### src/hdl/rna_structure_trimer_histogram_unit_defines.svh
// assertion macros for the rna structure trimer histogram unit
`ifndef RNA_STRUCTURE_TRIMER_HISTOGRAM_UNIT_DEFINES_SVH
`define RNA_STRUCTURE_TRIMER_HISTOGRAM_UNIT_DEFINES_SVH

// same-cycle implication, sampled on clock, off during reset
`define RSTH_ASSERT_NOW(label, ante, cons) \
   label: assert property (@(posedge clock) disable iff (reset) (ante) |-> (cons)) \
      else $error("rsth assertion failed");

// next-cycle implication, sampled on clock, off during reset
`define RSTH_ASSERT_NEXT(label, ante, cons) \
   label: assert property (@(posedge clock) disable iff (reset) (ante) |=> (cons)) \
      else $error("rsth assertion failed");

`endif

### src/hdl/rsth_pkg.sv
// shared types and constants for the rna structure trimer histogram unit
package rsth_pkg;

   localparam int BIN_COUNT          = 512;
   localparam int BIN_BITS           = $clog2(BIN_COUNT);
   localparam int TAIL_LEN           = 13;
   localparam int DISTAL_LEN         = 7;
   localparam int SEEN_BITS          = $clog2(TAIL_LEN + 1);
   localparam int RUN_BITS           = 16;
   localparam int INDEX_BITS         = 10;
   localparam int VALUE_BITS         = 32;
   localparam int DEFAULT_COUNT_BITS = 32;
   localparam int QUEUE_DEPTH        = 2;

   localparam logic [INDEX_BITS-1:0] IDX_STEM   = INDEX_BITS'(512);
   localparam logic [INDEX_BITS-1:0] IDX_WINDOW = INDEX_BITS'(513);
   localparam logic [INDEX_BITS-1:0] IDX_FLAG   = INDEX_BITS'(514);

   localparam logic [1:0] REQ_CLEAR = 2'd0;
   localparam logic [1:0] REQ_PUSH  = 2'd1;
   localparam logic [1:0] REQ_READ  = 2'd2;

   localparam logic [2:0] BASE_A = 3'd0;
   localparam logic [2:0] BASE_U = 3'd1;
   localparam logic [2:0] BASE_C = 3'd2;
   localparam logic [2:0] BASE_G = 3'd3;

   localparam logic [1:0] FOLD_DOT   = 2'd0;
   localparam logic [1:0] FOLD_OPEN  = 2'd1;
   localparam logic [1:0] FOLD_CLOSE = 2'd2;

   typedef struct packed {
      logic [1:0]            req_type;
      logic [2:0]            base_code;
      logic [1:0]            fold_symbol;
      logic                  sample_end;
      logic [INDEX_BITS-1:0] read_index;
   } req_item_type;

   typedef struct packed {
      logic [VALUE_BITS-1:0] read_value;
      logic                  stem_match;
      logic                  terminator_match;
   } rsp_item_type;

   typedef enum logic [1:0] {
      OP_CLEAR = 2'd0,
      OP_INC   = 2'd1,
      OP_PASS  = 2'd2,
      OP_READ  = 2'd3
   } op_kind_type;

   // classified transaction handed from front to back
   typedef struct packed {
      op_kind_type           kind;
      logic [BIN_BITS-1:0]   bin_addr;
      logic [INDEX_BITS-1:0] read_index;
      logic                  last;
      logic                  stem_hit;
      logic                  term_hit;
   } op_type;

   typedef struct packed {
      logic full;
      logic empty;
   } queue_status_type;

   typedef struct packed {
      logic clearing;
   } back_status_type;

endpackage

### src/hdl/rsth_front.sv
// front end: window tracking, stem-loop and terminator classification
module rsth_front (
   input  logic                  clock,
   input  logic                  reset,
   input  logic                  accept,
   input  rsth_pkg::req_item_type req_payload,
   output rsth_pkg::op_type       op_out
);
   import rsth_pkg::*;

   typedef enum logic [4:0] {
      PH_IDLE  = 5'b00001,
      PH_OPEN  = 5'b00010,
      PH_DOT1  = 5'b00100,
      PH_CLOSE = 5'b01000,
      PH_DOT2  = 5'b10000
   } phase_type;

   typedef logic [TAIL_LEN-1:0][2:0] tail_type;

   logic [1:0][2:0]       prior_base_ff, prior_base_in;
   logic [1:0]            prior_pair_ff, prior_pair_in;
   tail_type              tail_ff, tail_in;
   logic [SEEN_BITS-1:0]  seen_ff, seen_in;
   phase_type             phase_ff, phase_in;
   logic [RUN_BITS-1:0]   open_run_ff, open_run_in;
   logic [RUN_BITS-1:0]   close_run_ff, close_run_in;

   logic                  pair;
   logic                  window_ok;
   tail_type              tail_shift;
   logic [SEEN_BITS-1:0]  seen_step;
   phase_type             phase_step;
   logic [RUN_BITS-1:0]   open_step;
   logic [RUN_BITS-1:0]   close_step;
   logic                  stem_hit;
   logic                  term_hit;

   function automatic logic term_check(input tail_type tail, input logic [SEEN_BITS-1:0] seen);
      logic [TAIL_LEN-1:0] is_u;
      logic [TAIL_LEN-1:0] is_acg;
      logic                hairpin;
      for (int i = 0; i < TAIL_LEN; i++) begin
         is_u[i]   = (tail[i] == BASE_U);
         is_acg[i] = (tail[i] == BASE_A) || (tail[i] == BASE_C) || (tail[i] == BASE_G);
      end
      hairpin = 1'b0;
      for (int i = 0; i + 5 <= TAIL_LEN; i++) begin
         if (is_u[i] && is_acg[i+1] && is_acg[i+2] && is_u[i+3] && is_u[i+4]) begin
            hairpin = 1'b1;
         end
      end
      return (seen >= SEEN_BITS'(TAIL_LEN)) && !hairpin &&
             ($countones(is_u) > 2) && (|is_u[TAIL_LEN-1:TAIL_LEN-DISTAL_LEN]);
   endfunction

   assign pair      = (req_payload.fold_symbol != FOLD_DOT);
   assign window_ok = (seen_ff >= SEEN_BITS'(2)) && !prior_base_ff[0][2] &&
                      !prior_base_ff[1][2] && !req_payload.base_code[2];
   assign tail_shift = {req_payload.base_code, tail_ff[TAIL_LEN-1:1]};
   assign seen_step  = (seen_ff == SEEN_BITS'(TAIL_LEN)) ? seen_ff : seen_ff + SEEN_BITS'(1);

   // stem-loop shape tracker
   always_comb begin
      phase_step = phase_ff;
      open_step  = open_run_ff;
      close_step = close_run_ff;
      case (req_payload.fold_symbol)
         FOLD_OPEN: begin
            if (phase_ff == PH_OPEN) begin
               if (open_run_ff != '1) open_step = open_run_ff + RUN_BITS'(1);
            end else begin
               phase_step = PH_OPEN;
               open_step  = RUN_BITS'(1);
               close_step = '0;
            end
         end
         FOLD_DOT: begin
            if (phase_ff == PH_OPEN) phase_step = PH_DOT1;
            else if (phase_ff == PH_CLOSE) phase_step = PH_DOT2;
         end
         FOLD_CLOSE: begin
            if (phase_ff == PH_OPEN || phase_ff == PH_DOT1) begin
               phase_step = PH_CLOSE;
               close_step = RUN_BITS'(1);
            end else if (phase_ff == PH_CLOSE) begin
               if (close_run_ff != '1) close_step = close_run_ff + RUN_BITS'(1);
            end else begin
               phase_step = PH_IDLE;
            end
         end
         default: phase_step = PH_IDLE;
      endcase
   end

   assign stem_hit = ((phase_step == PH_CLOSE) || (phase_step == PH_DOT2)) &&
                     (open_step == close_step);
   assign term_hit = term_check(tail_shift, seen_step);

   always_comb begin
      op_out.kind       = OP_PASS;
      op_out.bin_addr   = {prior_base_ff[0][1:0], prior_base_ff[1][1:0],
                           req_payload.base_code[1:0], prior_pair_ff[0], prior_pair_ff[1], pair};
      op_out.read_index = req_payload.read_index;
      op_out.last       = 1'b0;
      op_out.stem_hit   = 1'b0;
      op_out.term_hit   = 1'b0;

      prior_base_in = prior_base_ff;
      prior_pair_in = prior_pair_ff;
      tail_in       = tail_ff;
      seen_in       = seen_ff;
      phase_in      = phase_ff;
      open_run_in   = open_run_ff;
      close_run_in  = close_run_ff;

      unique case (req_payload.req_type)
         REQ_CLEAR: begin
            op_out.kind   = OP_CLEAR;
            prior_base_in = '0;
            prior_pair_in = '0;
            tail_in       = '0;
            seen_in       = '0;
            phase_in      = PH_IDLE;
            open_run_in   = '0;
            close_run_in  = '0;
         end
         REQ_PUSH: begin
            op_out.kind = window_ok ? OP_INC : OP_PASS;
            op_out.last = req_payload.sample_end;
            if (req_payload.sample_end) begin
               op_out.stem_hit = stem_hit;
               op_out.term_hit = term_hit;
               prior_base_in   = '0;
               prior_pair_in   = '0;
               tail_in         = '0;
               seen_in         = '0;
               phase_in        = PH_IDLE;
               open_run_in     = '0;
               close_run_in    = '0;
            end else begin
               prior_base_in = {req_payload.base_code, prior_base_ff[1]};
               prior_pair_in = {pair, prior_pair_ff[1]};
               tail_in       = tail_shift;
               seen_in       = seen_step;
               phase_in      = phase_step;
               open_run_in   = open_step;
               close_run_in  = close_step;
            end
         end
         REQ_READ: op_out.kind = OP_READ;
         default:  op_out.kind = OP_PASS;
      endcase
   end

   always_ff @(posedge clock) begin
      if (reset) begin
         prior_base_ff <= '0;
         prior_pair_ff <= '0;
         tail_ff       <= '0;
         seen_ff       <= '0;
         phase_ff      <= PH_IDLE;
         open_run_ff   <= '0;
         close_run_ff  <= '0;
      end else if (accept) begin
         prior_base_ff <= prior_base_in;
         prior_pair_ff <= prior_pair_in;
         tail_ff       <= tail_in;
         seen_ff       <= seen_in;
         phase_ff      <= phase_in;
         open_run_ff   <= open_run_in;
         close_run_ff  <= close_run_in;
      end
   end

endmodule

### config.mk
export PLATFORM = sky130hd
export DESIGN_NAME = rsth_front
export DESIGN_NICKNAME = d
export VERILOG_FILES = /design/src/hdl/rna_structure_trimer_histogram_unit_defines.svh /design/src/hdl/rsth_pkg.sv /design/src/hdl/rsth_front.sv
export SDC_FILE = /design/constraint.sdc
export NUM_CORES = 1
export LEC_CHECK = 0
export ABC_AREA = 1
export BUFFER_PORTS_ARGS = -buffer_cell sky130_fd_sc_hd__buf_2
export CORE_ASPECT_RATIO = 0.8
export CORE_UTILIZATION = 66
export CTS_CLUSTER_DIAMETER = 30
export DETAILED_ROUTE_END_ITERATION = 16
export PLACE_DENSITY = 0.87
export SLEW_MARGIN = 20
export SYNTH_ARGS = -nofsm -noshare
export SYNTH_HDL_FRONTEND = slang
export SYNTH_SLANG_ARGS = --single-unit
### constraint.sdc
create_clock -name clock -period 12.04 [get_ports clock]
set_input_delay 1.204 -clock clock [delete_from_list [all_inputs] [get_ports clock]]
set_output_delay 1.204 -clock clock [all_outputs]
set_load 0.05 [all_outputs]
Word-level counts from Yosys, hierarchy flattened
Index checks and enable logic that the tools add are counted.
{ "word_totals": {"reg_bits": 85, "input_bits": 21, "wordCells": 210, "output_inout_bits": 24} }
{ "classes": {"order_cmp": 3, "n_mux": 42, "n_eq_ne": 46, "n_reduce_logical": 85, "add_sub_neg": 15} }
{ "ops": {"columns": ["op", "n"], "rows": [
  ["16-bit two-way mux", 9],
  ["16-bit case mux with 2 select lines", 3],
  ["39-bit case mux with 2 select lines", 1],
  ["3-bit by 2-bit == test with 1-bit output, second input constant", 20],
  ["1-bit logical AND", 43],
  ["3-bit by 1-bit == test with 1-bit output, second input constant", 13],
  ["39-bit two-way mux", 1],
  ["16-bit by 1-bit adder with 16-bit output, second input constant", 2],
  ["16-bit != test, second input constant", 2],
  ["3-bit logical NOT", 10],
  ["5-bit two-way mux", 6],
  ["1-bit logical OR", 22],
  ["16-bit == test", 1],
  ["5-bit case mux with 3 select lines", 1],
  ["1-bit by 1-bit adder with 2-bit output", 6],
  ["6-bit case mux with 2 select lines", 1],
  ["5-bit by 4-bit == test with 1-bit output, second input constant", 2],
  ["5-bit case mux with 2 select lines", 1],
  ["2-bit by 2-bit adder with 3-bit output", 3],
  ["1-bit two-way mux", 9],
  ["4-bit two-way mux", 2],
  ["4-bit case mux with 2 select lines", 1],
  ["7-bit OR reduction", 1],
  ["2-bit two-way mux", 3],
  ["21 further kinds", 28]
]} }

Depth between registers and ports, before layout
Gate-level depths: netlist of the first run.
{ "depth": {"depth_word": 22, "depth_mapped": 18, "mapped_depth_nobuf": 18} }

Worst setup path before layout of the first run
OpenSTA, ideal clock, no wires.
{ "synth_path": {"path_kind": "input port to output port", "start": "input port req_payload[15] (netlist bit)", "end": "output port op_out[0] (netlist bit)", "n_path_buf": 0, "arrival_ns": 4.967, "required_ns": 10.836, "path_slack_ns": 5.869, "path_stages": 14, "path_cell_list": "nor2_1 -> nand2_1 -> fa_1 -> fa_1 -> fa_1 -> inv_1 -> fa_1 -> inv_1 -> fa_1 -> o2111ai_1 -> nand4_1 -> nor3_1 -> nand2_1 -> a21oi_1"} }
{ "synth_lines": {"columns": ["element", "line", "rtl"], "rows": [
  ["start, declared", "rsth_front.sv:6", "input rsth_pkg::req_item_type req_payload,"],
  ["end, declared", "rsth_front.sv:7", "output rsth_pkg::op_type op_out"]
]} }

==> impl_metrics.toml, run 1 <==
[clock_network]
cts_resized = 0
clock_sinks = 79
cts.path.max_buffers = 2
cts_tree = "built"
clk_latency_ns = 0.37
cts-root-buf = "clkbuf_8"
h-tree-depth = 3
numCtsBuffers = 9
clkSlewWorstSetupHoldPaths_ns = 0.08
post-cts-setup-buffers = 0
cts_hold_buf = 0

[routing]
totalWireLength_mm = 14.45
drt_iter0_drc = 562
vias = 5799
firstDrtPassIters = 6
via_per_inst = 5.674
drc = 0
antenna_left = 0
wire_per_inst_um = 14.14

[synthesis]
synth_seq_cells = 79
synth-simple-area-share = 0.4176
synth_top_family_by_area = "simple AND/OR/NAND/NOR gates"
synth-edff-count = 0
synth_compound_area_frac = 0.1245
netlist_area_sq_um = 5657
synth_fa_ha_area_frac = 0.05486
yosysWarningCount = 0
synthMuxAreaShare = 0
synthCells = 919
ys_seq_area_frac = 0.2796
synth_top_area_cell = "dfxtp_1"
synth-async-reset-ratio = 0
synth_area_leaders = "dfxtp_1 (28%), nand2_1 (22%), a21oi_1 (8.3%)"
synth_xor_area_frac = 0.007742
synth_nets = 960
avgSynthCellArea_sq_um = 6.155
yosysUniqueCellTypes = 42
yosysTopAreaCellShare = 0.2796
ys.flop_type = "dfxtp_1"

[cells_and_area]
final_nets = 950
seq_area_sq_um = 1582
antenna_cells = 0
fillers = 713
drive_gt1_frac = 0.1061
synthToLayoutAreaGrowth_pct = 4.424
multi_input_area_sq_um = 3428

[pwr]
peakVddDrop_uv = 85.37
leakagePower_nw = 2.404
power_w = 0.0005383
p_per_area_nw_per_um2 = 91.12

[critical_path]
endpoint = "op_out[0]"
worst_setup_path_end_kind = "primary output"
cp_max_fo = 3
arrival_ns = 5.18
cp.required_ns = 10.84
criticalPathCategory = "reg2out"
r2r_end = "open_run_ff[14]$_SDFFE_PP0P_"
startpoint = "tail_ff[18]$_SDFFE_PP0P_"
ff2ff_path_depth = 8
critPathLaunchType = "flop"
r2r_setup_slack_ns = 9.95
r2r_start = "phase_ff[1]$_SDFFE_PP0P_"

[sta]
fin_worst_skew_ns = 0.008305
final_max_slew_viol_count = 0
worst_slew_pin_slew_ns = 0.9842
rsz0062_at_grt = "false"
setup_violations = 0
fmax_ghz = 0.1567
post-route-min-period_ns = 6.381
finalHoldViolations = 0
slew_headroom = 0.3438
fin_tns_setup_ns = 0
min_period_over_period = 0.5300

[floorplan]
start_util = 0.6960
core_area_sq_um = 8128
dieArea_sq_um = 8947
rows = 29
die_w_um = 105.5
io_pins = 45
die_h_um = 84.81

[global_routing]
grt_max_degree = 80
grt_pass1_wl_mm = 24.00
grt_pass1_vias = 5232
globalRouteOverflowTotal = 0
antenna_found_initial = 0
track_usage = 0.3358

[min_path]
min_path_type = "reg2reg"
hold_path_depth = 2

[placed_design]
portBuffers = 24
gp_congestion = 0.9596
dp_hpwl_mm = 10.16

[outcome]
run_status = "completed"

[flow_run]
drv_cap = 0
kinds of logic (layout without fill, tap and decap cells):
logic type                 after synthesis  count (layout)
AOI/OAI and AO/OA                      134             134
xor gates and xnor gates                 5               5
adders and majority gates               20              20
buffers and inverters                  153             148
DFF                                     79              79
and+or+nand+nor                        528             528
worst min path at each step:
stage                                  start                             to  slack, ns
5_1_grt              tail_ff[5]$_SDFFE_PP0P_        tail_ff[5]$_SDFFE_PP0P_       0.50
2_1_floorplan        tail_ff[3]$_SDFFE_PP0P_        tail_ff[3]$_SDFFE_PP0P_       0.44
3_3_place_gp   prior_pair_ff[0]$_SDFFE_PP0P_  prior_pair_ff[0]$_SDFFE_PP0P_       0.45
4_1_cts        prior_pair_ff[0]$_SDFFE_PP0P_  prior_pair_ff[0]$_SDFFE_PP0P_       0.48
6_report       prior_pair_ff[0]$_SDFFE_PP0P_  prior_pair_ff[0]$_SDFFE_PP0P_       0.47
3_5_place_dp   prior_pair_ff[0]$_SDFFE_PP0P_  prior_pair_ff[0]$_SDFFE_PP0P_       0.46
critical path, stage by stage (launching register included):
cell	delay (ns)
dfxtp_1	0.35
inv_1	0.06
nor3_1	0.33
inv_1	0.15
fa_1	0.62
fa_1	0.46
fa_1	0.46
fa_1	0.49
inv_1	0.05
fa_1	0.37
inv_1	0.09
fa_1	0.43
o2111ai_1	0.23
nand4_1	0.13
nor3_1	0.15
nand2_1	0.07
a21oi_1	0.11
buf_2	0.27
per-stage QoR:
step / worst slack [ns] / instance area [sq um] / hold slack [ns] / instances / util
2_1_floorplan: 5.869 / 5657 / 0.4405 / 919 / -
3_3_place_gp: 6.058 / 5684 / 0.4501 / 1006 / 0.6994
3_5_place_dp: 5.924 / 5684 / 0.4629 / 1006 / 0.6994
4_1_cts: 5.724 / 5907 / 0.4750 / 1022 / 0.7268
5_1_grt: 5.515 / 5907 / 0.5047 / 1022 / 0.7268
6_report: 5.659 / 5907 / 0.4727 / 1022 / 0.7268
synth_stat cells (2+ instances only):
cell type / n
nand3_1: 57
a21oi_1: 94
buf_2: 2
buf_4: 20
nor4_1: 4
nor2_1: 60
o21bai_1: 6
nand3_2: 10
nor3_1: 14
nand2_2: 9
ha_1: 12
xor2_1: 5
o31ai_1: 2
nor2_2: 12
buf_1: 2
o21ai_1: 8
nor2_4: 5
nand4_1: 10
inv_1: 91
fa_1: 8
o21ai_0: 19
clkbuf_1: 24
inv_2: 9
clkinv_1: 4
nand3b_1: 5
nand2_1: 332
dfxtp_1: 79
or2_2: 2
where the power goes:
| part | internal [W] | total (W) | switching, W |
|---|---|---|---|
| logic | 0.0000115 | 0.0000485 | 0.0000369 |
| registers | 0.000262 | 0.000263 | 0.00000113 |
| clock network | 0.000123 | 0.000227 | 0.000104 |
state kept, by name, summed over array words and instances, names as in the netlist:
signal	flops
open_run_ff	16
op_out	4
prior_pair_ff	2
seen_ff	4
close_run_ff	16
prior_base_ff	2
phase_ff	5
tail_ff	30
cell usage in the layout, fill, tap and decap left out, drive strengths merged, types with 6 or more instances in the layout:
| cell | instances |
|---|---|
| o21ai | 27 |
| ha | 12 |
| inv | 101 |
| fa | 8 |
| nor2 | 78 |
| o21bai | 6 |
| dfxtp | 79 |
| nand3 | 68 |
| nand4 | 11 |
| clkbuf | 11 |
| nand2 | 343 |
| nor3 | 14 |
| clkinv | 6 |
| a21oi | 95 |
| buf | 27 |
layout make-up:
cell class,instances,area share
Tap cell,108,0.02288
Clock inverter,5,0.01377
Inverter,105,0.06715
Multi-Input combinational cell,687,0.5804
Timing Repair Buffer,27,0.02415
Sequential cell,79,0.2677
Clock buffer,11,0.02394
layer usage:
layer / vias to the layer above / part of all wire / track usage
li1: 2884 / - / -
met1: 2647 / 0.44 / 0.4439
met2: 234 / 0.46 / 0.5538
met3: 34 / 0.076 / 0.06910
met4: 0 / 0.020 / 0.1035
met5: - / 0 / 0
Note: power is estimated with default switching activity, not from simulation.
==> run 2, diff against run 1 <==
CORE_UTILIZATION = 61   (was 66)
PLACE_DENSITY = 0.81   (was 0.87)
clock period = 6.1 ns   (was 12.04 ns; I/O delays follow)
==> impl_metrics.toml, run 2 (synthesis results as in run 1) <==
[sta]
layout_setup_ws_ns = 0.3860
setup_violations = 0
finalHoldViolations = 0
final_max_slew_viol_count = 0
fin_worst_skew_ns = 0.004121
rsz0062_at_grt = "false"
fmax_ghz = 0.1750
fin_tns_setup_ns = 0
min_period_over_period = 0.9367
slew_headroom = 0.3673
worst_slew_pin_slew_ns = 0.9491
post-route-min-period_ns = 5.714

[critical_path]
arrival_ns = 5.10
slowest_delay_ns = 0.58
critPathBufInv = 5
critPathTopFamily = "adder cells"
path_cells = "inv_1, nor3_1, inv_1, fa_1, fa_1, fa_1, fa_1, inv_1, fa_1, inv_1, fa_1, o2111ai_1, nand4_1, nor3_1, nand2_1, a21oi_1, buf_2"
cp.required_ns = 5.49
critPathLaunchType = "flop"
critPathSlowestCell = "fa_1"
crit_top_cell = "fa_1"
worst_setup_path_end_kind = "primary output"
criticalPathCategory = "reg2out"
cp_max_fo = 3

[clock_network]
cts-root-buf = "clkbuf_16"
cts.path.max_buffers = 2
post-cts-setup-buffers = 0
clk_latency_ns = 0.34
cts_resized = 0
h-tree-depth = 3
clkSlewWorstSetupHoldPaths_ns = 0.06
cts_tree = "built"
numCtsBuffers = 9
cts_hold_buf = 0
clock_sinks = 79

[global_routing]
antenna_found_initial = 0
grt_max_degree = 80
grt_pass1_wl_mm = 23.48
grt_pass1_vias = 5007
track_usage = 0.3119
globalRouteOverflowTotal = 0

[routing]
via_per_inst = 5.557
drc = 0
firstDrtPassIters = 5
drt_iter0_drc = 496
highest_layer = "met4"
vias = 5718
wire_per_inst_um = 13.89
wl_met3_mm = 1.228
drt-met1-wl_mm = 6.457
wl_met2_mm = 6.389
antenna_left = 0
totalWireLength_mm = 14.29

[placed_design]
place_ws_ns = 0.7340
portBuffers = 24
dp_hpwl_mm = 10.01
gp_congestion = 0.9196

[cells_and_area]
top_regs = "tail_ff x30, close_run_ff x16, open_run_ff x16"
layout_commonest_cell = "nand2_1"
drive_gt1_frac = 0.1072
final_nets = 950
final_core_util = 0.6691
antenna_cells = 0
final_cell_mix = "nand2_1 (332), a21oi_1 (94), inv_1 (91)"
largest_reg_flops = 30
regMostFlops = "tail_ff"
synthToLayoutAreaGrowth_pct = 6.901
fillers = 795

[min_path]
min_path_type = "reg2reg"

[floorplan]
start_util = 0.6259
rows = 31
core_area_sq_um = 9037
io_pins = 45
dieArea_sq_um = 9665
die_w_um = 109.7
die_h_um = 88.13

[flow_run]
drv_cap = 0

[outcome]
run_status = "completed"

[pwr]
leakagePower_nw = 2.464
peakVddDrop_uv = 131.1
p_per_area_nw_per_um2 = 207.5
[run 2: cell count changes in the layout (fill, tap and decap cells not counted)]
cell	change
inv_6	+2
clkbuf_16	+9
clkinv_2	-1
bufinv_16	+1
clkinv_4	-1
clkbuf_8	-9
clkbuf_1	-1
[run 2: cell type report]
class / instances / area [sq um] / share of cell area
Clock buffer: 10 / 239.0 / 0.03952
Clock inverter: 6 / 115.1 / 0.01904
Tap cell: 115 / 143.9 / 0.02379
Multi-Input combinational cell: 687 / 3428 / 0.5669
Sequential cell: 79 / 1582 / 0.2615
Inverter: 105 / 396.6 / 0.06559
Timing Repair Buffer: 27 / 142.6 / 0.02359
[run 2: final timing paths]
path,from,to,slack (ns),cells past startpoint
max,tail_ff[18]$_SDFFE_PP0P_,op_out[0],0.39,17
min,prior_pair_ff[0]$_SDFFE_PP0P_,prior_pair_ff[0]$_SDFFE_PP0P_,0.46,2
max reg2reg,phase_ff[1]$_SDFFE_PP0P_,open_run_ff[14]$_SDFFE_PP0P_,3.99,8
min reg2reg,prior_pair_ff[0]$_SDFFE_PP0P_,prior_pair_ff[0]$_SDFFE_PP0P_,0.46,2
[run 2: layer usage]
layer	up-vias	GRT usage
li1	2887	-
met1	2573	0.4404
met2	235	0.4826
met3	23	0.05580
met4	0	0.09939
met5	-	0
[run 2: through the flow]
step | power, W | area (sq um) | std cells | hold slack (ns)
floorplan | 0.0006200 | 5657 | 919 | 0.4405
finish | 0.001255 | 6047 | 1029 | 0.4605
global route | 0.001289 | 6047 | 1029 | 0.4758
global placement | 0.0006228 | 5693 | 1013 | 0.4499
detailed placement | 0.0006248 | 5693 | 1013 | 0.4563
CTS | 0.001258 | 6047 | 1029 | 0.4660
[run 2: power breakdown]
| group | switching [W] | internal (W) | leakage [nW] | total, W |
|---|---|---|---|---|
| registers | 0.00000226 | 0.000517 | 0.636 | 0.000520 |
| logic | 0.0000727 | 0.0000227 | 1.66 | 0.0000954 |
| clock network | 0.000226 | 0.000414 | 0.170 | 0.000639 |
[run 2: worst min-delay path: cells and delay by family, from the launching register on]
kind            cells  cell delay (ns)
compound gates      1             0.05
flops               1             0.31
simple gates        1             0.06
