--- config.mk ---
export PLATFORM = sky130hd
export DESIGN_NAME = rsth_queue
export DESIGN_NICKNAME = d
export VERILOG_FILES = /design/src/hdl/rna_structure_trimer_histogram_unit_defines.svh /design/src/hdl/rsth_pkg.sv /design/src/hdl/rsth_queue.sv
export SDC_FILE = /design/constraint.sdc
export NUM_CORES = 1
export LEC_CHECK = 0
export BUFFER_PORTS_ARGS = -buffer_cell sky130_fd_sc_hd__buf_2
export CORE_MARGIN = 1
export CORE_UTILIZATION = 51
export CTS_BUF_LIST = sky130_fd_sc_hd__clkbuf_16
export DETAILED_ROUTE_END_ITERATION = 7
export PLACE_DENSITY = 0.86
export SYNTH_ARGS = -nofsm -noshare
export SYNTH_HDL_FRONTEND = slang
export SYNTH_SLANG_ARGS = --single-unit
export TNS_END_PERCENT = 100
--- constraint.sdc ---
create_clock -name clock -period 2.1 [get_ports clock]
set_input_delay 0.315 -clock clock [delete_from_list [all_inputs] [get_ports clock]]
set_output_delay 0.315 -clock clock [all_outputs]
set_load 0.01 [all_outputs]
--- src/hdl/rna_structure_trimer_histogram_unit_defines.svh ---
// assertion macros for the rna structure trimer histogram unit
`ifndef RNA_STRUCTURE_TRIMER_HISTOGRAM_UNIT_DEFINES_SVH
`define RNA_STRUCTURE_TRIMER_HISTOGRAM_UNIT_DEFINES_SVH

// same-cycle implication, sampled on clock, off during reset
`define RSTH_ASSERT_NOW(label, ante, cons) \
   label: assert property (@(posedge clock) disable iff (reset) (ante) |-> (cons)) \
      else $error("rsth assertion failed");

// next-cycle implication, sampled on clock, off during reset
`define RSTH_ASSERT_NEXT(label, ante, cons) \
   label: assert property (@(posedge clock) disable iff (reset) (ante) |=> (cons)) \
      else $error("rsth assertion failed");

`endif

--- src/hdl/rsth_pkg.sv ---
// shared types and constants for the rna structure trimer histogram unit
package rsth_pkg;

   localparam int BIN_COUNT          = 512;
   localparam int BIN_BITS           = $clog2(BIN_COUNT);
   localparam int TAIL_LEN           = 13;
   localparam int DISTAL_LEN         = 7;
   localparam int SEEN_BITS          = $clog2(TAIL_LEN + 1);
   localparam int RUN_BITS           = 16;
   localparam int INDEX_BITS         = 10;
   localparam int VALUE_BITS         = 32;
   localparam int DEFAULT_COUNT_BITS = 32;
   localparam int QUEUE_DEPTH        = 2;

   localparam logic [INDEX_BITS-1:0] IDX_STEM   = INDEX_BITS'(512);
   localparam logic [INDEX_BITS-1:0] IDX_WINDOW = INDEX_BITS'(513);
   localparam logic [INDEX_BITS-1:0] IDX_FLAG   = INDEX_BITS'(514);

   localparam logic [1:0] REQ_CLEAR = 2'd0;
   localparam logic [1:0] REQ_PUSH  = 2'd1;
   localparam logic [1:0] REQ_READ  = 2'd2;

   localparam logic [2:0] BASE_A = 3'd0;
   localparam logic [2:0] BASE_U = 3'd1;
   localparam logic [2:0] BASE_C = 3'd2;
   localparam logic [2:0] BASE_G = 3'd3;

   localparam logic [1:0] FOLD_DOT   = 2'd0;
   localparam logic [1:0] FOLD_OPEN  = 2'd1;
   localparam logic [1:0] FOLD_CLOSE = 2'd2;

   typedef struct packed {
      logic [1:0]            req_type;
      logic [2:0]            base_code;
      logic [1:0]            fold_symbol;
      logic                  sample_end;
      logic [INDEX_BITS-1:0] read_index;
   } req_item_type;

   typedef struct packed {
      logic [VALUE_BITS-1:0] read_value;
      logic                  stem_match;
      logic                  terminator_match;
   } rsp_item_type;

   typedef enum logic [1:0] {
      OP_CLEAR = 2'd0,
      OP_INC   = 2'd1,
      OP_PASS  = 2'd2,
      OP_READ  = 2'd3
   } op_kind_type;

   // classified transaction handed from front to back
   typedef struct packed {
      op_kind_type           kind;
      logic [BIN_BITS-1:0]   bin_addr;
      logic [INDEX_BITS-1:0] read_index;
      logic                  last;
      logic                  stem_hit;
      logic                  term_hit;
   } op_type;

   typedef struct packed {
      logic full;
      logic empty;
   } queue_status_type;

   typedef struct packed {
      logic clearing;
   } back_status_type;

endpackage

--- src/hdl/rsth_queue.sv ---
// short fifo of classified transactions between front and back
module rsth_queue (
   input  logic                       clock,
   input  logic                       reset,
   input  logic                       push,
   input  rsth_pkg::op_type           push_data,
   input  logic                       pop,
   output rsth_pkg::op_type           head,
   output rsth_pkg::queue_status_type status
);
   import rsth_pkg::*;

   localparam int PTR_BITS   = (QUEUE_DEPTH > 1) ? $clog2(QUEUE_DEPTH) : 1;
   localparam int COUNT_BITS = $clog2(QUEUE_DEPTH + 1);

   op_type                slot_ff [QUEUE_DEPTH];
   logic [PTR_BITS-1:0]   wr_ptr_ff, wr_ptr_in;
   logic [PTR_BITS-1:0]   rd_ptr_ff, rd_ptr_in;
   logic [COUNT_BITS-1:0] count_ff, count_in;

   function automatic logic [PTR_BITS-1:0] ptr_next(input logic [PTR_BITS-1:0] p);
      return (p == PTR_BITS'(QUEUE_DEPTH - 1)) ? '0 : p + PTR_BITS'(1);
   endfunction

   assign status.full  = (count_ff == COUNT_BITS'(QUEUE_DEPTH));
   assign status.empty = (count_ff == '0);
   assign head         = slot_ff[rd_ptr_ff];

   always_comb begin
      wr_ptr_in = push ? ptr_next(wr_ptr_ff) : wr_ptr_ff;
      rd_ptr_in = pop ? ptr_next(rd_ptr_ff) : rd_ptr_ff;
      count_in  = count_ff;
      if (push && !pop) count_in = count_ff + COUNT_BITS'(1);
      else if (pop && !push) count_in = count_ff - COUNT_BITS'(1);
   end

   always_ff @(posedge clock) begin
      if (reset) begin
         wr_ptr_ff <= '0;
         rd_ptr_ff <= '0;
         count_ff  <= '0;
      end else begin
         wr_ptr_ff <= wr_ptr_in;
         rd_ptr_ff <= rd_ptr_in;
         count_ff  <= count_in;
      end
   end

   always_ff @(posedge clock) begin
      if (push) slot_ff[wr_ptr_ff] <= push_data;
   end

endmodule

; Yosys cells after proc, flatten, opt, wreduce, memory -nomap -nowiden
; Memory sizes are Yosys's and may differ from the RTL's. A register that Yosys moved wholly into a read port is not among the register bits.
; Index checks and enable logic that the tools add are counted.
[word_totals]
out_inout_bits = 26
ff_bits = 4
input_bits = 28
n_memories = 1
ramBits = 48
wordCells = 23
[mem_list]
columns = name, depth, word_bits, read_ports, rd_clocked_by_memory_dff, write_ports, line
row1 = slot_ff, 2, 24, 1, 1, 1, rsth_queue.sv:16  ; op_type slot_ff [QUEUE_DEPTH];
[classes]
mux = 8
reduce_logical = 6
addsub = 4
n_eq_ne = 1
[ops]
columns = op, count
row1 = 2-to-1 mux 1 bit, 6
row2 = 2-to-1 mux 2 bit, 2
row3 = adder 1 bit (second input constant), 2
row4 = adder 2 x 1 -> 2 bit (second input constant), 1
row5 = equality test 2 bit (second input constant), 1
row6 = logical AND 1 bit, 2
row7 = zero test 1 bit, 2
row8 = zero test 2 bit, 1
row9 = nonzero test 2 bit, 1
row10 = subtractor 2 x 1 -> 2 bit (second input constant), 1

; Logic depth before layout (Yosys ltp)
; Gate-level depths: netlist of run 1.
[depth]
ltp_word = 4
ltp_mapped = 5
mapped_depth_nobuf = 5

; Worst setup path after synthesis of run 1
; Ideal clock, no wire load.
[synth_path]
path_type = input-to-reg
start = in push
end = mem slot_ff[0][0] in the netlist's numbering, enable pin
setup_time_ns = 0.408
t_required_ns = 1.692
n_path_buf = 0
path_stages = 1
setup_slack_ns = 0.271
t_arrival_ns = 1.421
path_cell_list = nor2b_1
[synth_via]
elab_chain_cells = 2
[synth_rtl]
columns = element, line
row1 = from (decl), rsth_queue.sv:5  ; input logic push,
row2 = 2-to-1 mux 1 bit, rsth_queue.sv:50  ; if (push) slot_ff[wr_ptr_ff] <= push_data;
row3 = 2-to-1 mux 1 bit (implied by the code), rsth_queue.sv:50
row4 = to (decl), rsth_queue.sv:16
; Every way passes these cells.

==> flow_metrics.env, run 1 <==
export IMPL_status="finished, final reports clean"
export IMPL_cts_made_buffers=5
export IMPL_avgSynthCellArea_sq_um=19.99
export IMPL_ys_types=16
export IMPL_yosys_cell_count_top_type="edfxtp_1"
export IMPL_setup_viol=0
export IMPL_design_die_area_sq_mm=0.004053
export IMPL_slowest_stage="mux2_2"
export IMPL_worstPathMaxFanout=12
export IMPL_reg2reg_slack_ns=1.02
export IMPL_syn_num_nets=126
export IMPL_syn2layout_area_growth_pct=25.23
export IMPL_path_buf_inv=2
export IMPL_final_hold_viol_count=0
export IMPL_clk_pin_slew_ns=0.06
export IMPL_rows=22
export IMPL_dp_hpwl_microns=2193
export IMPL_cts_hold_buf=0
export IMPL_ir_worst_vdd_mv=0.5964
export IMPL_worstPathArrival_ns=1.34
export IMPL_core_area_sq_mm=0.003661
export IMPL_yosysWarnings=0
export IMPL_fin_worst_skew_ns=0.003406
export IMPL_wl_per_cell_microns=14.64
export IMPL_crit_chain="buf_4 -> mux2_2 -> buf_2"
export IMPL_synth_top_area_cell="edfxtp_1"
export IMPL_worst_pin_slew_ns=0.1906
export IMPL_crit_cells=3
export IMPL_grt_usage=0.1712
export IMPL_cts_root_buf="clkbuf_16"
export IMPL_maxSlewViolCount=0
export IMPL_synth_top_cells_by_area="edfxtp_1 74%, mux2_2 14%, dfxtp_1 5.2%"
export IMPL_clk_latency_ns=0.28
export IMPL_grt_overflow=0
export IMPL_grt_pass1_vias=1071
export IMPL_fillers=273
export IMPL_routed_wl_microns=3060
export IMPL_nNetsFinal=189
export IMPL_worstPathRequired_ns=1.78
export IMPL_viasPerCell=4.990
export IMPL_fmax_ghz=0.6032
export IMPL_ctsResizeCount=0
export IMPL_dr_pass1_iters=4
export IMPL_grt_pass1_wl_microns=4912
export IMPL_end_kind="output port"
export IMPL_crit_type="reg -> out"
export IMPL_crit_family="multiplexers"
export IMPL_cts_sinks=53
export IMPL_antenna_cells=0
export IMPL_reg2regPathDepth=2
export IMPL_p_leak_nw=0.9492
export IMPL_ys_seq_elements=53
export IMPL_pin_count=54
export IMPL_hp_class="in -> reg"
export IMPL_rsz0062_at_grt="no"
export IMPL_postCtsSetupRepairBufs=0
export IMPL_worstReg2RegEnd="slot_ff[1][3]$_DFFE_PP_"
export IMPL_place_gp_congestion=0.6381
export IMPL_synthTopCellsByCount="48 x edfxtp_1, 24 x mux2_2, 5 x dfxtp_1, 5 x nor2_1"
export IMPL_synthCells=97
export IMPL_port_buffers=53
export IMPL_async_flop_share=0
export IMPL_die_y_microns=63.67
export IMPL_cap_violations=0
export IMPL_setup_worst_path_start_class="flop"
export IMPL_p_total_mw=2.263
export IMPL_seq_area_sq_mm=0.001541
export IMPL_maxSlewHeadroom=0.8720
export IMPL_htree_levels=2
export IMPL_slowest_delay_ns=0.37
export IMPL_die_w_microns=63.67
export IMPL_cp_endpoint="head[17]"
export IMPL_antenna_found_initial=0
export IMPL_multi_input_area_sq_um=376.6
export IMPL_start_util=0.5297
export IMPL_cts_path_max_buffers=2
export IMPL_p_per_area_mw_per_mm2=931.8
export IMPL_grt_max_degree=16
export IMPL_reg2reg_from="wr_ptr_ff$_SDFFE_PP0P_"
export IMPL_first_iter_violations=30
export IMPL_drive_gt1_frac=0.5590
export IMPL_synth_flop_cell="edfxtp_1"
export IMPL_post_route_period_util=0.7895
export IMPL_synth_edff_count=48
export IMPL_antenna_left=0
export IMPL_final_setup_tns_ns=0
export IMPL_synth_seq_area_share=0.7948
export IMPL_post_synth_top_area_fraction=0.7432
export IMPL_via_count=1043
export IMPL_synth_area_sq_mm=0.001939
export IMPL_tritoncts="built"
export IMPL_drc_errors=0
export IMPL_post_route_min_period_ns=1.658
[per-stage QoR]
step                      hold slack (ns)    util  setup slack (ns)  cells  cell area [sq um]
after CTS                          0.2128  0.6634            0.4416    209               2429
final                              0.2193  0.6634            0.4421    209               2429
after global routing               0.2126  0.6634            0.3832    209               2429
after detailed placement           0.5061  0.6261            0.7194    201               2292
after floorplan                    0.3841       -            0.2715     97               1939
after global placement             0.4760  0.6261            0.7766    201               2292
[placed cells by master, fill, tap and decap left out]
| cell type | netlist | final |
|---|---|---|
| buf_2 | 1 | 53 |
| edfxtp_1 | 48 | 48 |
| mux2_2 | 24 | 24 |
| buf_4 | 2 | 6 |
| nor2_1 | 5 | 5 |
| dfxtp_1 | 5 | 5 |
| clkbuf_16 | 0 | 5 |
| inv_1 | 1 | 3 |
| xor2_1 | 2 | 2 |
| xnor2_1 | 2 | 2 |
| and2_1 | 1 | 1 |
| and2b_2 | 1 | 1 |
| nor2b_2 | 0 | 1 |
| o21ai_0 | 1 | 1 |
| or3_1 | 1 | 1 |
| a21oi_1 | 1 | 1 |
| ha_1 | 1 | 1 |
| clkinv_1 | 0 | 1 |
[power by group]
part	leakage (nW)	total (mW)	switching (mW)	internal [mW]
logic	0.383	0.272	0.137	0.135
registers	0.492	1.25	0.0221	1.23
clock network	0.0738	0.743	0.314	0.428
total	0.949	2.26	0.473	1.79
[worst reg2reg max path: stages, from the launching register on]
cell and delay [ns]:
dfxtp_1 0.37, and2_1 0.18, buf_4 0.22
[worst min-delay path by stage]
stage                                   startpoint                       end  cells past startpoint
after global routing                  push_data[9]   slot_ff[0][9]$_DFFE_PP_                      1
after global placement    count_ff[1]$_SDFFE_PP0P_  count_ff[1]$_SDFFE_PP0P_                      2
final                                 push_data[8]   slot_ff[1][8]$_DFFE_PP_                      1
after floorplan                              reset  count_ff[1]$_SDFFE_PP0P_                      1
after detailed placement             push_data[13]  slot_ff[1][13]$_DFFE_PP_                      1
after CTS                             push_data[8]   slot_ff[0][8]$_DFFE_PP_                      1
[layer usage]
| layer | vias up | part of all wire | track usage |
|---|---|---|---|
| met5 | - | 0 | 0 |
| li1 | 494 | - | - |
| met1 | 507 | 0.38 | 0.1859 |
| met3 | 7 | 0.058 | 0.06341 |
| met4 | 0 | 0.024 | 0.09375 |
| met2 | 35 | 0.54 | 0.2872 |
[kinds of logic after synthesis]
group / share of synthesized area
XOR/XNOR: 0.01807
AO/OA/AOI/OAI: 0.005156
buffers and inverters: 0.01225
flip-flops: 0.7948
multiplexers: 0.1394
adder cells (fa/ha/maj): 0.006451
AND/OR/NAND/NOR: 0.02388
[layout make-up]
type	count	share of cell area
sequential	53	0.6347
multi-input combinational	40	0.1551
clock buffer	5	0.05152
tap	48	0.02473
inverter	1	0.001546
clock inverter	3	0.004637
timing repair buffer	59	0.1278
[flip-flops by register name, summed over array words and instances, names as in the netlist, named ones only]
register	count
count_ff	2
rd_ptr_ff	1
slot_ff	48
wr_ptr_ff	1
Note: power is estimated with default switching activity, not from simulation.
==> run 2, diff against run 1 <==
--- a/config.mk
+++ b/config.mk
@@ -5,12 +5,13 @@
 export SDC_FILE = /design/constraint.sdc
 export NUM_CORES = 1
 export LEC_CHECK = 0
+export ABC_AREA = 1
 export BUFFER_PORTS_ARGS = -buffer_cell sky130_fd_sc_hd__buf_2
 export CORE_MARGIN = 1
-export CORE_UTILIZATION = 51
+export CORE_UTILIZATION = 46
 export CTS_BUF_LIST = sky130_fd_sc_hd__clkbuf_16
 export DETAILED_ROUTE_END_ITERATION = 7
-export PLACE_DENSITY = 0.86
+export PLACE_DENSITY = 0.82
 export SYNTH_ARGS = -nofsm -noshare
 export SYNTH_HDL_FRONTEND = slang
 export SYNTH_SLANG_ARGS = --single-unit
==> constraint.sdc (replaced) <==
create_clock -name clock -period 1.3 [get_ports clock]
set_input_delay 0.195 -clock clock [delete_from_list [all_inputs] [get_ports clock]]
set_output_delay 0.195 -clock clock [all_outputs]
set_load 0.01 [all_outputs]
==> flow_metrics.env, run 2 <==
export IMPL_ys_seq_elements=53
export IMPL_cts_made_buffers=5
export IMPL_dr_pass1_iters=4
export IMPL_cts_path_max_buffers=2
export IMPL_design_die_area_sq_mm=0.004760
export IMPL_top_regs="slot_ff (48), count_ff (2)"
export IMPL_cts_root_buf="clkbuf_16"
export IMPL_synth_flop_cell="edfxtp_1"
export IMPL_worstPathArrival_ns=1.26
export IMPL_synth_top_cells_by_area="edfxtp_1 70%, mux2_4 15%, dfxtp_1 4.8%"
export IMPL_drive_gt1_frac=0.5460
export IMPL_syn_num_nets=137
export IMPL_p_leak_nw=1.157
export IMPL_ir_worst_vdd_mv=1.236
export IMPL_setup_viol=24
export IMPL_syn2layout_area_growth_pct=35.70
export IMPL_start_util=0.4982
export IMPL_wl_per_cell_microns=15.27
export IMPL_post_route_min_period_ns=1.453
export IMPL_layout_common_cells="48 x edfxtp_1, 29 x buf_2, 26 x buf_6"
export IMPL_yosys_cell_count_top_type="edfxtp_1"
export IMPL_clk_latency_ns=0.29
export IMPL_final_hold_viol_count=0
export IMPL_p_total_mw=4.092
export IMPL_worstPathMaxFanout=8
export IMPL_nNetsFinal=202
export IMPL_async_flop_share=0
export IMPL_postCtsSetupRepairBufs=0
export IMPL_ys_types=16
export IMPL_dp_hpwl_microns=2462
export IMPL_antenna_found_initial=0
export IMPL_cap_violations=0
export IMPL_worst_pin_slew_ns=0.2189
export IMPL_rsz0062_at_grt="yes"
export IMPL_dp_slack_ns=0.08158
export IMPL_yosysWarnings=0
export IMPL_setup_worst_path_start_class="flop"
export IMPL_antenna_cells=0
export IMPL_postPlaceCellArea_sq_mm=0.002426
export IMPL_fin_cells=224
export IMPL_grt_pass1_vias=1043
export IMPL_first_iter_violations=52
export IMPL_die_w_microns=68.99
export IMPL_routed_wl_microns=3420
export IMPL_place_gp_congestion=0.6086
export IMPL_fin_area_sq_mm=0.002801
export IMPL_grt_max_degree=19
export IMPL_fin_worst_skew_ns=0.004046
export IMPL_synth_area_sq_mm=0.002064
export IMPL_antenna_left=0
export IMPL_p_per_area_mw_per_mm2=1461
export IMPL_synth_seq_area_share=0.7467
export IMPL_status="complete, but fails checks"
export IMPL_hp_class="in -> reg"
export IMPL_grt_overflow=0
export IMPL_maxSlewHeadroom=0.8537
export IMPL_htree_levels=2
export IMPL_synthCells=108
export IMPL_worstPathRequired_ns=1.11
export IMPL_clk_pin_slew_ns=0.07
export IMPL_dp_cells=215
export IMPL_rows=23
export IMPL_largest_reg_flops=48
export IMPL_synthTopCellsByCount="48 x edfxtp_1, 20 x mux2_4, 9 x inv_1"
export IMPL_grt_usage=0.1556
export IMPL_die_y_microns=68.99
export IMPL_drc_errors=0
export IMPL_layout_setup_ws_ns=-0.1525
export IMPL_grt_pass1_wl_microns=5030
export IMPL_via_count=1081
export IMPL_post_synth_top_area_fraction=0.6982
export IMPL_violations="negative setup slack"
export IMPL_top_register="slot_ff"
export IMPL_port_buffers=53
export IMPL_avgSynthCellArea_sq_um=19.12
export IMPL_tritoncts="built"
export IMPL_crit_type="reg -> out"
export IMPL_end_kind="output port"
export IMPL_cts_sinks=53
export IMPL_synth_top_area_cell="edfxtp_1"
export IMPL_core_area_sq_mm=0.004144
export IMPL_final_common_cell="edfxtp_1"
export IMPL_maxSlewViolCount=0
export IMPL_post_route_period_util=1.117
export IMPL_fmax_ghz=0.6884
export IMPL_final_setup_tns_ns=-3.461
export IMPL_viasPerCell=4.826
export IMPL_synth_edff_count=48
export IMPL_pin_count=54
==> run 2: through the flow <==
stage | hold WS (ns) | util
floorplan | 0.2674 | -
CTS | 0.08520 | 0.6709
detailed placement | 0.3861 | 0.5854
global route | 0.08090 | 0.6760
global placement | 0.3833 | 0.5854
finish | 0.09208 | 0.6760
==> run 2: area by class of cell <==
class                      count  area, sq um
clock inverter                 3        46.29
inverter                       9        33.78
sequential                    53         1545
fill                         285         1343
clock buffer                   5        125.1
timing repair buffer          61        528.0
multi-input combinational     43        460.4
tap                           50        62.56
==> run 2: kinds of logic (layout without fill, tap and decap cells) <==
| logic type | count (synthesis) | after routing | synth area share |
|---|---|---|---|
| muxes | 24 | 24 | 0.1673 |
| and+or+nand+nor | 15 | 15 | 0.02970 |
| adders and majority gates | 1 | 1 | 0.006060 |
| DFF | 53 | 53 | 0.7467 |
| buffers and inverters | 12 | 78 | 0.04121 |
| xor gates and xnor gates | 1 | 1 | 0.004243 |
| AOI/OAI and AO/OA | 2 | 2 | 0.004844 |
==> run 2: worst paths after layout <==
check	from	end	slack, ns	depth (start not counted)
max	flop	head[13]	-0.15	3
min	push_data[9]	slot_ff[0][9]$_DFFE_PP_	0.09	1
max reg2reg	wr_ptr_ff$_SDFFE_PP0P_	slot_ff[0][23]$_DFFE_PP_	0.25	2
min reg2reg	rd_ptr_ff$_SDFFE_PP0P_	flop	0.56	2
==> run 2: per-layer routing <==
layer,global-route usage,share of wire,vias to the layer above
met5,0,0,-
met4,0.06122,0.013,0
met3,0.05757,0.066,7
met2,0.2476,0.50,44
met1,0.1919,0.42,504
li1,-,-,526
==> run 2: where the power goes <==
group          total (mW)  internal (mW)  switching, mW
Combinational       0.615          0.365          0.249
Clock                1.47          0.910          0.564
Sequential           2.00           1.96         0.0389
Total                4.09           3.24          0.852
==> run 2: timing repair <==
action                     4_1_cts  5_1_grt
gates resized for setup         34        4
hold buffers                     0        0
setup endpoints to repair       24       24
cloned                           1        0
==> run 2: critical path, cell delays in order (launching register included) <==
cell	delay, ns
dfxtp_4	0.39
buf_12	0.14
mux2_4	0.31
buf_6	0.12
==> run 3, diff against run 2 <==
==> constraint.sdc (replaced) <==
create_clock -name clock -period 1.2 [get_ports clock]
set_input_delay 0.18 -clock clock [delete_from_list [all_inputs] [get_ports clock]]
set_output_delay 0.18 -clock clock [all_outputs]
set_load 0.01 [all_outputs]
==> flow_metrics.env, run 3 (synthesized netlist as in run 2, its figures left out) <==
export IMPL_violations="negative setup slack"
export IMPL_internal_power_mw=3.511
export IMPL_start_util=0.4982
export IMPL_reg2regPathDepth=3
export IMPL_hp_class="in -> reg"
export IMPL_cap_violations=0
export IMPL_final_util=0.6751
export IMPL_dp_hpwl_microns=2492
export IMPL_dr_pass1_iters=4
export IMPL_final_setup_tns_ns=-5.819
export IMPL_routed_wl_microns=3550
export IMPL_worstPathMaxFanout=7
export IMPL_cts_made_buffers=5
export IMPL_first_iter_violations=72
export IMPL_hold_start="push_data[1]"
export IMPL_drc_errors=0
export IMPL_reg2reg_slack_ns=0.12
export IMPL_antenna_found_initial=0
export IMPL_cp_endpoint="head[20]"
export IMPL_setup_viol=24
export IMPL_viasPerCell=4.932
export IMPL_port_buffers=53
export IMPL_grt_overflow=0
export IMPL_die_y_microns=68.99
export IMPL_drive_gt1_frac=0.5439
export IMPL_cts_root_buf="clkbuf_16"
export IMPL_final_hold_viol_count=0
export IMPL_top_regs="slot_ff (48), count_ff (2)"
export IMPL_grt_pass1_vias=1087
export IMPL_p_leak_nw=1.139
export IMPL_rows=23
export IMPL_clock_power_share=0.357
export IMPL_grt_usage=0.1583
export IMPL_core_area_sq_mm=0.004144
export IMPL_grt_pass1_wl_microns=5023
export IMPL_syn2layout_area_growth_pct=35.51
export IMPL_seqPwrFrac=0.492
export IMPL_holdWs_ns=0.08066
export IMPL_worst_pin_slew_ns=0.1775
export IMPL_largest_reg_flops=48
export IMPL_final_common_cell="edfxtp_1"
export IMPL_place_gp_congestion=0.6579
export IMPL_maxSlewHeadroom=0.8808
export IMPL_fin_cells=221
export IMPL_die_w_microns=68.99
export IMPL_p_switching_uw=910.3
export IMPL_status="complete, but fails checks"
export IMPL_worstReg2RegEnd="slot_ff[1][10]$_DFFE_PP_"
export IMPL_layout_common_cells="48 x edfxtp_1, 29 x buf_2, 24 x mux2_4, 24 x buf_6, 8 x inv_1"
export IMPL_worstPathRequired_ns=1.02
export IMPL_worstPathArrival_ns=1.27
export IMPL_htree_levels=2
export IMPL_layout_setup_ws_ns=-0.2542
export IMPL_switching_share=0.2059
export IMPL_setup_worst_path_start_class="flop"
export IMPL_post_route_min_period_ns=1.454
export IMPL_clk_latency_ns=0.29
export IMPL_nNetsFinal=199
export IMPL_dp_cells=212
export IMPL_design_die_area_sq_mm=0.004760
export IMPL_cts_sinks=53
export IMPL_post_route_period_util=1.212
export IMPL_top_register="slot_ff"
export IMPL_p_per_area_mw_per_mm2=1580
export IMPL_end_kind="output port"
export IMPL_crit_type="reg -> out"
export IMPL_fmax_ghz=0.6877
export IMPL_grt_max_degree=25
export IMPL_antenna_left=0
export IMPL_via_count=1090
export IMPL_fin_worst_skew_ns=0.006426
export IMPL_rsz0062_at_grt="yes"
export IMPL_comb_power_share=0.151
export IMPL_clk_pin_slew_ns=0.07
export IMPL_wl_per_cell_microns=16.06
export IMPL_tritoncts="built"
export IMPL_cts_path_max_buffers=2
export IMPL_maxSlewViolCount=0
export IMPL_antenna_cells=0
export IMPL_reg2reg_from="wr_ptr_ff$_SDFFE_PP0P_"
export IMPL_ir_worst_vdd_mv=1.228
export IMPL_pin_count=54
[run 3: per-stage QoR]
| stage | setup slack [ns] | cell area (sq um) | total power, mW |
|---|---|---|---|
| CTS | -0.2862 | 2659 | 4.362 |
| global placement | -0.02252 | 2420 | 2.702 |
| detailed placement | -0.04371 | 2420 | 2.736 |
| global route | -0.2918 | 2798 | 4.589 |
| floorplan | 0.06749 | 2076 | 2.536 |
| finish | -0.2542 | 2798 | 4.422 |
[run 3: cell type report]
class                   count  area (sq um)
inverters                   9         37.54
fillers                   287          1346
repair buffers             58         520.5
flip-flops and latches     53          1545
well taps                  50         62.56
clock buffers               5         125.1
multi-input cells          43         460.4
clock inverters             3         46.29
[run 3: power groups by stage]
stage	combinational [mW]	sequential, mW	clock (mW)
floorplan	0.343	2.19	0
global placement	0.505	2.20	0
detailed placement	0.530	2.21	0
CTS	0.579	2.17	1.62
global route	0.717	2.18	1.69
finish	0.668	2.17	1.58
[run 3: critical path, stage by stage (launching register included)]
cell and delay (ns):
dfxtp_4 0.40, clkbuf_16 0.17, mux2_4 0.30, buf_6 0.12
[run 3: what timing repair did]
action,4_1_cts,5_1_grt
setup endpoints to repair,24,24
buffers inserted,0,0
gates cloned,0,1
hold buffers,0,0
resized for setup,12,21
[run 3: how the worst min path moves through the flow]
stage | end | slack [ns] | cells past startpoint
after floorplan | flop | 0.25 | 1
after global placement | slot_ff[1][9]$_DFFE_PP_ | 0.37 | 1
after detailed placement | slot_ff[0][15]$_DFFE_PP_ | 0.37 | 1
after CTS | slot_ff[0][15]$_DFFE_PP_ | 0.08 | 1
after global routing | slot_ff[0][1]$_DFFE_PP_ | 0.07 | 1
final | slot_ff[0][1]$_DFFE_PP_ | 0.08 | 1
[run 3: metal layers]
metal  track usage  share of wire
met3       0.06086          0.045
met1        0.1600           0.39
met4       0.06888          0.013
met5             0              0
met2        0.2864           0.55
